### config.mk
export PLATFORM = sky130hd
export DESIGN_NAME = ordered_process_queue_table_unit
export DESIGN_NICKNAME = d
export VERILOG_FILES = /design/src/hdl/opqt_pkg.sv /design/src/hdl/opqt_cell.sv /design/src/hdl/ordered_process_queue_table_unit.sv
export SDC_FILE = /design/constraint.sdc
export NUM_CORES = 2
export LEC_CHECK = 0
export BUFFER_PORTS_ARGS = -buffer_cell sky130_fd_sc_hd__buf_2
export CORE_MARGIN = 10
export CORE_UTILIZATION = 28
export DETAILED_ROUTE_END_ITERATION = 16
export SLEW_MARGIN = 20
export SYNTH_ARGS = -nofsm -noshare
export SYNTH_HDL_FRONTEND = slang
export SYNTH_SLANG_ARGS = --single-unit
export TNS_END_PERCENT = 30
### constraint.sdc
create_clock -name clk -period 27 [get_ports clk]
set_input_delay 5.4 -clock clk [delete_from_list [all_inputs] [get_ports clk]]
set_output_delay 5.4 -clock clk [all_outputs]
set_load 0.03 [all_outputs]
### src/hdl/opqt_pkg.sv
`timescale 1ns / 1ps

package opqt_pkg;

  localparam int DEPTH  = 16;
  localparam int IDX_W  = (DEPTH > 1) ? $clog2(DEPTH) : 1;
  localparam int CNT_W  = $clog2(DEPTH + 1);
  localparam int POS_W  = 8;
  localparam int CMP_W  = ((CNT_W > POS_W) ? CNT_W : POS_W) + 1;
  localparam int ID_W   = 16;
  localparam int PAY_W  = 32;
  localparam int PRIO_W = 8;
  localparam int CMD_W  = 3;
  localparam int STAT_W = 3;
  localparam int LEN_W  = 9;

  typedef enum logic [CMD_W-1:0] {
    CMD_INSERT   = 3'd0,
    CMD_DEL_POS  = 3'd1,
    CMD_DEL_ID   = 3'd2,
    CMD_READ     = 3'd3,
    CMD_CLEAR    = 3'd4
  } cmd_t;

  typedef enum logic [STAT_W-1:0] {
    ST_OK        = 3'd0,
    ST_BAD_POS   = 3'd1,
    ST_DUP_ID    = 3'd2,
    ST_NOT_FOUND = 3'd3,
    ST_FULL      = 3'd4
  } status_t;

  typedef enum logic [1:0] {
    OP_HOLD = 2'd0,
    OP_INS  = 2'd1,
    OP_DEL  = 2'd2
  } op_t;

  typedef struct packed {
    logic [ID_W-1:0]         id;
    logic signed [PAY_W-1:0] payload;
    logic [PRIO_W-1:0]       prio;
  } entry_t;

  // Broadcast to every cell of the row.
  typedef struct packed {
    op_t              op;
    logic [IDX_W-1:0] at;
    entry_t           new_entry;
  } shift_ctrl_t;

endpackage

### src/hdl/opqt_cell.sv
`timescale 1ns / 1ps

module opqt_cell import opqt_pkg::*; (
  input  logic             clk,
  input  logic             rst,
  input  logic [IDX_W-1:0] idx,
  input  logic [CNT_W-1:0] count,
  input  logic             capture,
  input  logic [ID_W-1:0]  probe_id,
  input  shift_ctrl_t      ctrl,
  input  entry_t           left_entry,
  input  entry_t           right_entry,
  output entry_t           entry,
  output logic             hit
);

  entry_t entry_next;

  always_comb begin
    entry_next = entry;
    case (ctrl.op)
      OP_INS: begin
        if (idx > ctrl.at) begin
          entry_next = left_entry;
        end else if (idx == ctrl.at) begin
          entry_next = ctrl.new_entry;
        end
      end
      OP_DEL: begin
        if (idx >= ctrl.at) begin
          entry_next = right_entry;
        end
      end
      default: entry_next = entry;
    endcase
  end

  always_ff @(posedge clk) begin
    entry <= entry_next;
  end

  // Id compare, qualified by occupancy of this slot.
  always_ff @(posedge clk) begin
    if (rst) begin
      hit <= 1'b0;
    end else if (capture) begin
      hit <= (entry.id == probe_id) && (CMP_W'(idx) < CMP_W'(count));
    end
  end

endmodule

### src/hdl/ordered_process_queue_table_unit.sv
`timescale 1ns / 1ps
// Ordered process table held in a shifting row of DEPTH cells.
// Accept captures the request and the id compare; execute shifts the row and registers the
// result once the output register is free. No request is taken while one is executing.
// A finished result waits in the output register while the next request is taken.
// Reset (rst, synchronous): length goes to zero, no result pending; cell contents are
// left as they are and are never read above the current length.

module ordered_process_queue_table_unit import opqt_pkg::*; (
  input  logic                     clk,
  input  logic                     rst,
  input  logic                     in_valid,
  output logic                     in_ready,
  input  logic [CMD_W-1:0]         command,
  input  logic [POS_W-1:0]         position,
  input  logic [ID_W-1:0]          proc_id,
  input  logic signed [PAY_W-1:0]  payload,
  input  logic [PRIO_W-1:0]        prio,
  output logic                     out_valid,
  input  logic                     out_ready,
  output logic [STAT_W-1:0]        status,
  output logic [LEN_W-1:0]         length,
  output logic                     empty_res,
  output logic [ID_W-1:0]          read_id,
  output logic signed [PAY_W-1:0]  read_payload,
  output logic [PRIO_W-1:0]        read_prio
);

  typedef enum logic [1:0] {
    S_IDLE = 2'b01,
    S_EXEC = 2'b10
  } state_t;

  state_t state, state_next;

  // Captured request.
  logic [CMD_W-1:0] cmd_q;
  logic [POS_W-1:0] pos_q;
  entry_t           req_entry;

  logic [CNT_W-1:0] count, count_next;

  logic        accept;
  logic        advance;
  shift_ctrl_t ctrl;

  entry_t     cells [DEPTH];
  logic [DEPTH-1:0] hits;

  assign in_ready = (state == S_IDLE);
  assign accept   = in_valid && in_ready;
  // Execute only when the output register is free (or being drained now).
  assign advance  = (state == S_EXEC) && (!out_valid || out_ready);

  // ---------------------------------------------------------------------
  // Cell row. Each cell sees both neighbors; the ends are tied off to
  // values that are never selected for an occupied slot.
  // ---------------------------------------------------------------------
  for (genvar g = 0; g < DEPTH; g++) begin : g_cell
    entry_t left_in, right_in;
    if (g == 0) begin : g_first
      assign left_in = ctrl.new_entry;
    end else begin : g_left
      assign left_in = cells[g-1];
    end
    if (g == DEPTH - 1) begin : g_last
      assign right_in = cells[g];
    end else begin : g_right
      assign right_in = cells[g+1];
    end

    opqt_cell u_cell (
      .clk         (clk),
      .rst         (rst),
      .idx         (IDX_W'(g)),
      .count       (count),
      .capture     (accept),
      .probe_id    (proc_id),
      .ctrl        (ctrl),
      .left_entry  (left_in),
      .right_entry (right_in),
      .entry       (cells[g]),
      .hit         (hits[g])
    );
  end

  // ---------------------------------------------------------------------
  // Execute decode
  // ---------------------------------------------------------------------
  logic [CMP_W-1:0] pos_w, cnt_w;
  logic             pos_ok_ins, pos_ok;
  logic [IDX_W-1:0] pos_idx;
  logic [IDX_W-1:0] found_idx;
  logic             found;
  logic             full;
  status_t          stat_next;
  entry_t           rd_next;
  entry_t           rd_sel;

  always_comb begin
    pos_w      = CMP_W'(pos_q);
    cnt_w      = CMP_W'(count);
    pos_ok_ins = (pos_w != '0) && (pos_w <= cnt_w + CMP_W'(1));
    pos_ok     = (pos_w != '0) && (pos_w <= cnt_w);
    pos_idx    = IDX_W'(pos_w - CMP_W'(1));
    full       = (CMP_W'(count) == CMP_W'(DEPTH));
    found      = |hits;
    // Ids are unique, so at most one hit: OR of the hit indexes.
    found_idx  = '0;
    for (int i = 0; i < DEPTH; i++) begin
      if (hits[i]) begin
        found_idx = found_idx | IDX_W'(i);
      end
    end
  end

  assign rd_sel = cells[pos_idx];

  always_comb begin
    ctrl.op        = OP_HOLD;
    ctrl.at        = pos_idx;
    ctrl.new_entry = req_entry;
    count_next     = count;
    stat_next      = ST_OK;
    rd_next        = '0;
    case (cmd_q)
      CMD_INSERT: begin
        if (!pos_ok_ins) begin
          stat_next = ST_BAD_POS;
        end else if (found) begin
          stat_next = ST_DUP_ID;
        end else if (full) begin
          stat_next = ST_FULL;
        end else begin
          ctrl.op    = OP_INS;
          count_next = count + CNT_W'(1);
        end
      end
      CMD_DEL_POS: begin
        if (!pos_ok) begin
          stat_next = ST_BAD_POS;
        end else begin
          ctrl.op    = OP_DEL;
          count_next = count - CNT_W'(1);
        end
      end
      CMD_DEL_ID: begin
        ctrl.at = found_idx;
        if (!found) begin
          stat_next = ST_NOT_FOUND;
        end else begin
          ctrl.op    = OP_DEL;
          count_next = count - CNT_W'(1);
        end
      end
      CMD_READ: begin
        if (!pos_ok) begin
          stat_next = ST_BAD_POS;
        end else begin
          rd_next = rd_sel;
        end
      end
      CMD_CLEAR: begin
        count_next = '0;
      end
      default: begin
        // unknown commands leave the table alone
      end
    endcase
    if (!advance) begin
      ctrl.op    = OP_HOLD;
      count_next = count;
    end
  end

  // ---------------------------------------------------------------------
  // Sequencer
  // ---------------------------------------------------------------------
  always_comb begin
    state_next = state;
    unique case (state)
      S_IDLE: if (accept) state_next = S_EXEC;
      S_EXEC: if (advance) state_next = S_IDLE;
      default: state_next = S_IDLE;
    endcase
  end

  always_ff @(posedge clk) begin
    if (rst) begin
      state     <= S_IDLE;
      count     <= '0;
      out_valid <= 1'b0;
    end else begin
      state <= state_next;
      count <= count_next;
      if (advance) begin
        out_valid <= 1'b1;
      end else if (out_ready) begin
        out_valid <= 1'b0;
      end
    end
  end

  // Request capture (payload, no reset).
  always_ff @(posedge clk) begin
    if (accept) begin
      cmd_q             <= command;
      pos_q             <= position;
      req_entry.id      <= proc_id;
      req_entry.payload <= payload;
      req_entry.prio    <= prio;
    end
  end

  // Result register.
  always_ff @(posedge clk) begin
    if (advance) begin
      status       <= stat_next;
      length       <= LEN_W'(count_next);
      empty_res    <= (count_next == '0);
      read_id      <= rd_next.id;
      read_payload <= rd_next.payload;
      read_prio    <= rd_next.prio;
    end
  end

`ifndef SYNTHESIS
  a_count_bound: assert property (@(posedge clk) disable iff (rst)
    CMP_W'(count) <= CMP_W'(DEPTH))
    else $error("entry count above DEPTH");

  a_hits_unique: assert property (@(posedge clk) disable iff (rst)
    (state == S_EXEC) |-> $onehot0(hits))
    else $error("more than one cell matched the id");

  a_exec_done: assert property (@(posedge clk) disable iff (rst)
    advance |=> (state == S_IDLE) && out_valid)
    else $error("execute did not produce a result");

  a_ins_count: assert property (@(posedge clk) disable iff (rst)
    (ctrl.op == OP_INS) |=> count == $past(count) + CNT_W'(1))
    else $error("insert did not grow the table");

  a_idle_count: assert property (@(posedge clk) disable iff (rst)
    (state == S_IDLE) |=> $stable(count))
    else $error("table length changed without a request");
`endif

endmodule

; Word level (Yosys, flattened, before mapping)
; Index checks and enable logic that the tools add are counted.
; W data, S select, Z words.
[word_totals]
elab_cells = 360
reg_bits = 1052
[classes]
addsub = 4
bitwise = 1
n_mux = 106
magnitude_cmp = 50
n_eq_ne = 72
n_reduce_logical = 49
[ops]
columns = operator, count
row1 = $mux W56, 49
row2 = $pmux W56 S2, 15
row3 = $eq A16 B16 Y1, 16
row4 = $bmux W56 S4, 1
row5 = $ne A3 B1 Y1 const B, 15
row6 = $reduce_and A3 Y1, 15
row7 = $lt A4 B5 Y1 const A, 8
row8 = $mux W4, 9
row9 = $eq A4 B4 Y1 const A, 8
row10 = $gt A4 B4 Y1 const A, 8
row11 = $ne A2 B1 Y1 const B, 16
row12 = $mux W5, 6
row13 = $ge A4 B4 Y1 const A, 7
row14 = $mux W3, 7
row15 = $logic_and A1 B1 Y1, 20
row16 = $lt A3 B5 Y1 const A, 4
row17 = $pmux W5 S4, 1
row18 = $eq A3 B4 Y1 const A, 4
row19 = $ge A3 B4 Y1 const A, 4
row20 = $gt A3 B4 Y1 const A, 4
row21 = $mux W2, 8
row22 = $reduce_or A16 Y1, 1
row23 = $lt A1 B5 Y1 const A, 2
row24 = $lt A2 B5 Y1 const A, 2
row25 = other kinds (34), 52

; Depth between registers and ports, before layout
[logic_depth]
word_depth = 20
ltp_mapped = 20
ltp_nobuf = 15

; By module
; From an unflattened synthesis, not the netlist that was laid out.
[hier_totals]
cells_unflattened = 5491
hier_area_um2 = 65127.5
[by_module_without_submodules]
columns = module, cells_per_inst, seq_area_each_um2, n_inst, area_per_inst_um2
row1 = opqt_cell at g_cell[0].u_cell ..., 299, 1701.6, 15, 3311.9
row2 = ordered_process_queue_table_unit, 708, 4124.0, 1, 12139.1
row3 = opqt_cell at g_cell[14].u_cell, 298, 1701.6, 1, 3309.4

; Worst setup path after synthesis
; Ideal clock, no wire load.
[synth_path]
kind = input to register
startpoint = input port out_ready
endpoint = register g_cell[8].u_cell.entry[0] in the netlist's numbering (enable)
path_buffers = 0
stages = 8
arrival_ns = 11.575
required_ns = 26.582
setup_time_ns = 0.418
path_slack_ns = 15.007
cell_sequence = nand2b_1 > nand2_1 > or2_4 > ha_1 > nor2_1 > nor2_1 > a21oi_1 > o21a_1
[synth_via]
elab_chain_len = 6
word_cells_on_any_way = 9
[synth_lines]
columns = item, line
row1 = from (decl), ordered_process_queue_table_unit.sv:20  ; input logic out_ready,
row2 = $logic_or A1 B1 Y1 (*), ordered_process_queue_table_unit.sv:53  ; assign advance = (state == S_EXEC) && (!out_valid || out_ready);
row3 = $logic_and A1 B1 Y1 (*), ordered_process_queue_table_unit.sv:53
row4 = $mux W2 (*), ordered_process_queue_table_unit.sv:170  ; if (!advance) begin
row5 = $eq A2 B1 Y1 or $eq A2 B2 Y1 (tied branches), opqt_cell.sv:21  ; case (ctrl.op)
row6 = $ne A3 B1 Y1 (no source line) (tied with other cells), n/a
row7 = $reduce_and A3 Y1 (no source line) (*), n/a
row8 = to (signal assigned), opqt_cell.sv:39  ; entry <= entry_next;
row9 = to (decl), opqt_cell.sv:13  ; output entry_t entry,
; Every way passes the cells marked *; elsewhere a longest branch is shown, timed or not.
; A chain may end at the register's enable or synchronous reset.

==> impl_metrics.ini <==
[run_status]
status = completed

[global_routing]
grt_overflow = 0
grt_max_degree = 267
grt_pass1_vias = 39900
grt_pass1_wl_mm = 284
antenna_found_initial = 16
gr-usage-all-layers = 0.160

[route]
drt_iter0_drc = 5239
drc = 0
ant_nets = 0
wl_mm = 196
wl_per_cell_um = 25.4
via_count = 41400
dr.pass1.iters = 8
via_per_inst = 5.35

[clock_network]
cts-resized-gates = 0
clk_pin_slew_ps = 60
clkLatencyLatePin_ps = 780
clkSinkCount = 1052
clk_path_buf_depth = 3
h-tree-depth = 3
hold_buffers = 0
postCtsSetupBuffers = 0
cts_buffers = 119
root_buffer = clkbuf_16
cts_tree = done

[synthesis]
synth_edf_count = 1028
synth_seq_cells = 1052
syn_area_um2 = 60100
synth_top_area_cell = edfxtp_1
synth.area.top_cells = edfxtp_1, mux2i_1, mux4_2
ys_warn_count = 0
syn_inst = 4908
ys.flop_type = edfxtp_1
synth_top_area_frac = 0.513
synth_most_common_cell = edfxtp_1
synth_area_per_cell_um2 = 12.3
async_flop_share = 0
yosysUniqueCellTypes = 54
synthTopCellsByCount = edfxtp_1, nand2_1, o21ai_0, mux2i_1, clkbuf_1
ys_seq_area_frac = 0.521

[floorplan]
die_w_um = 483
coreArea_um2 = 214000
die_h_um = 483
placementRows = 170
start_util = 0.281
io_pins = 142
design.die.area_um2 = 234000

[timing]
finClkSkew_ps = 82.1
rsz0062_at_grt = no
slew_headroom = 0.210
finalMaxSlewViolations = 0
finalSetupViolations = 0
fmax_mhz = 93.5
final-hold-violation-count = 0
tns_ps = 0
period_share = 0.396
worst_slew_pin_slew_ps = 1190
period_needed_ps = 10700

[power]
pwr-share-seq = 0.466
power.net_switching_mw = 1.07
p_sw_frac = 0.269
power_leakage_nw = 21.8
vdd_drop_max_mv = 0.0509
powerDensity_nw_per_um2 = 59.1
pwr-share-comb = 0.143
power.internal_mw = 2.90
clock_power_share = 0.392

[placed_design]
dp_cells = 7514
globalplace.congestion = 0.917
portBuffers = 137
hpwl_mm = 116

[setup_path]
cp_data_required_time_ps = 27530
path_class = primary input to flop
endpoint_kind = flop
cp_max_fo = 121
startpoint_type = primary input
cp.arrival_ps = 11230

[finish]
final_util = 0.313
syn2layout_area_growth_pct = 11.7
drive_gt1_frac = 0.166
instances_no_fill = 7735
fin_nets = 4885

[hold_path]
hold_class = flop to flop

[flow_run]
maxCapViolations = 0
==> routing by layer <==
metal  share of wire  up-vias  global-route usage
li1                -    18100                   -
met4           0.038       16              0.0563
met2            0.46     1912               0.254
met1            0.42    20900               0.219
met5         0.00051        -                   0
met3           0.078      383              0.0300
==> placed cells by master (no fill, tap or decap), types with 72 or more instances in the layout <==
cell,instances
mux2i_1,782
edfxtp_1,1028
mux4_2,279
mux2_2,112
clkbuf_16,119
xor2_1,182
xnor2_1,78
buf_4,72
o21ai_0,787
nand2_1,807
buf_2,137
==> sequential cells by signal, indices dropped and copies added, names as in the netlist, 5 cells and up <==
name                 count
g_cell.u_cell.entry    896
ctrl                    56
read_payload            32
g_cell.u_cell.hit       16
read_id                 16
pos_q                    8
read_prio                8
count                    5
length                   5
==> power groups by stage <==
stage               combinational, mW  clock, mW  sequential, mW
finish                          0.566       1.55            1.85
floorplan                       0.395          0            1.87
global placement                0.552          0            1.88
detailed placement              0.561          0            1.88
CTS                             0.562       1.59            1.85
global route                    0.594       1.65            1.85
==> cells by family after synthesis <==
family	after synthesis	synth area share
XOR/XNOR	262	0.0382
AO/OA/AOI/OAI	874	0.0744
flip-flops	1052	0.521
AND/OR/NAND/NOR	1055	0.0743
buffers and inverters	474	0.0325
adder cells (fa/ha/maj)	17	0.00354
other	1	0.0000624
multiplexers	1173	0.256
==> critical path: stages <==
cell and delay (ps):
buf_2 70, nand2b_1 140, nand2_1 140, or2_4 300
inv_1 140, ha_4 460, buf_4 590, buf_4 920
buf_4 790, buf_4 730, buf_4 890, mux2_2 410
==> per-stage QoR <==
stage / area, um2 / total power, mW / worst slack [ps] / hold slack (ps)
finish: 67100 / 3.97 / 16300 / 464
global route: 67100 / 4.10 / 15910 / 480
CTS: 67100 / 4.00 / 16530 / 467
floorplan: 60100 / 2.26 / 15010 / 432
global placement: 63500 / 2.43 / 15750 / 453
detailed placement: 63500 / 2.44 / 15690 / 460
==> layout make-up <==
cell class,count,area [um2]
antenna,4,10.0
clock buffer,147,3080
clock inverter,70,519
fill,21300,147000
inverter,24,97.6
multi-input combinational,3385,27200
sequential,1052,31400
tap,2838,3550
timing repair buffer,215,1340
==> path summary, 6_finish.rpt <==
check	cells after the start	endpoint	slack, ps	from
setup reg to reg	17	g_cell[0].u_cell.entry[11]	18700	count[2]
hold reg to reg	2	g_cell[2].u_cell.hit	460	g_cell[2].u_cell.hit
hold / removal	2	g_cell[2].u_cell.hit	460	g_cell[2].u_cell.hit
setup / recovery	12	g_cell[0].u_cell.entry[11]	16300	out_ready
Power figures use the tool's default switching activity.
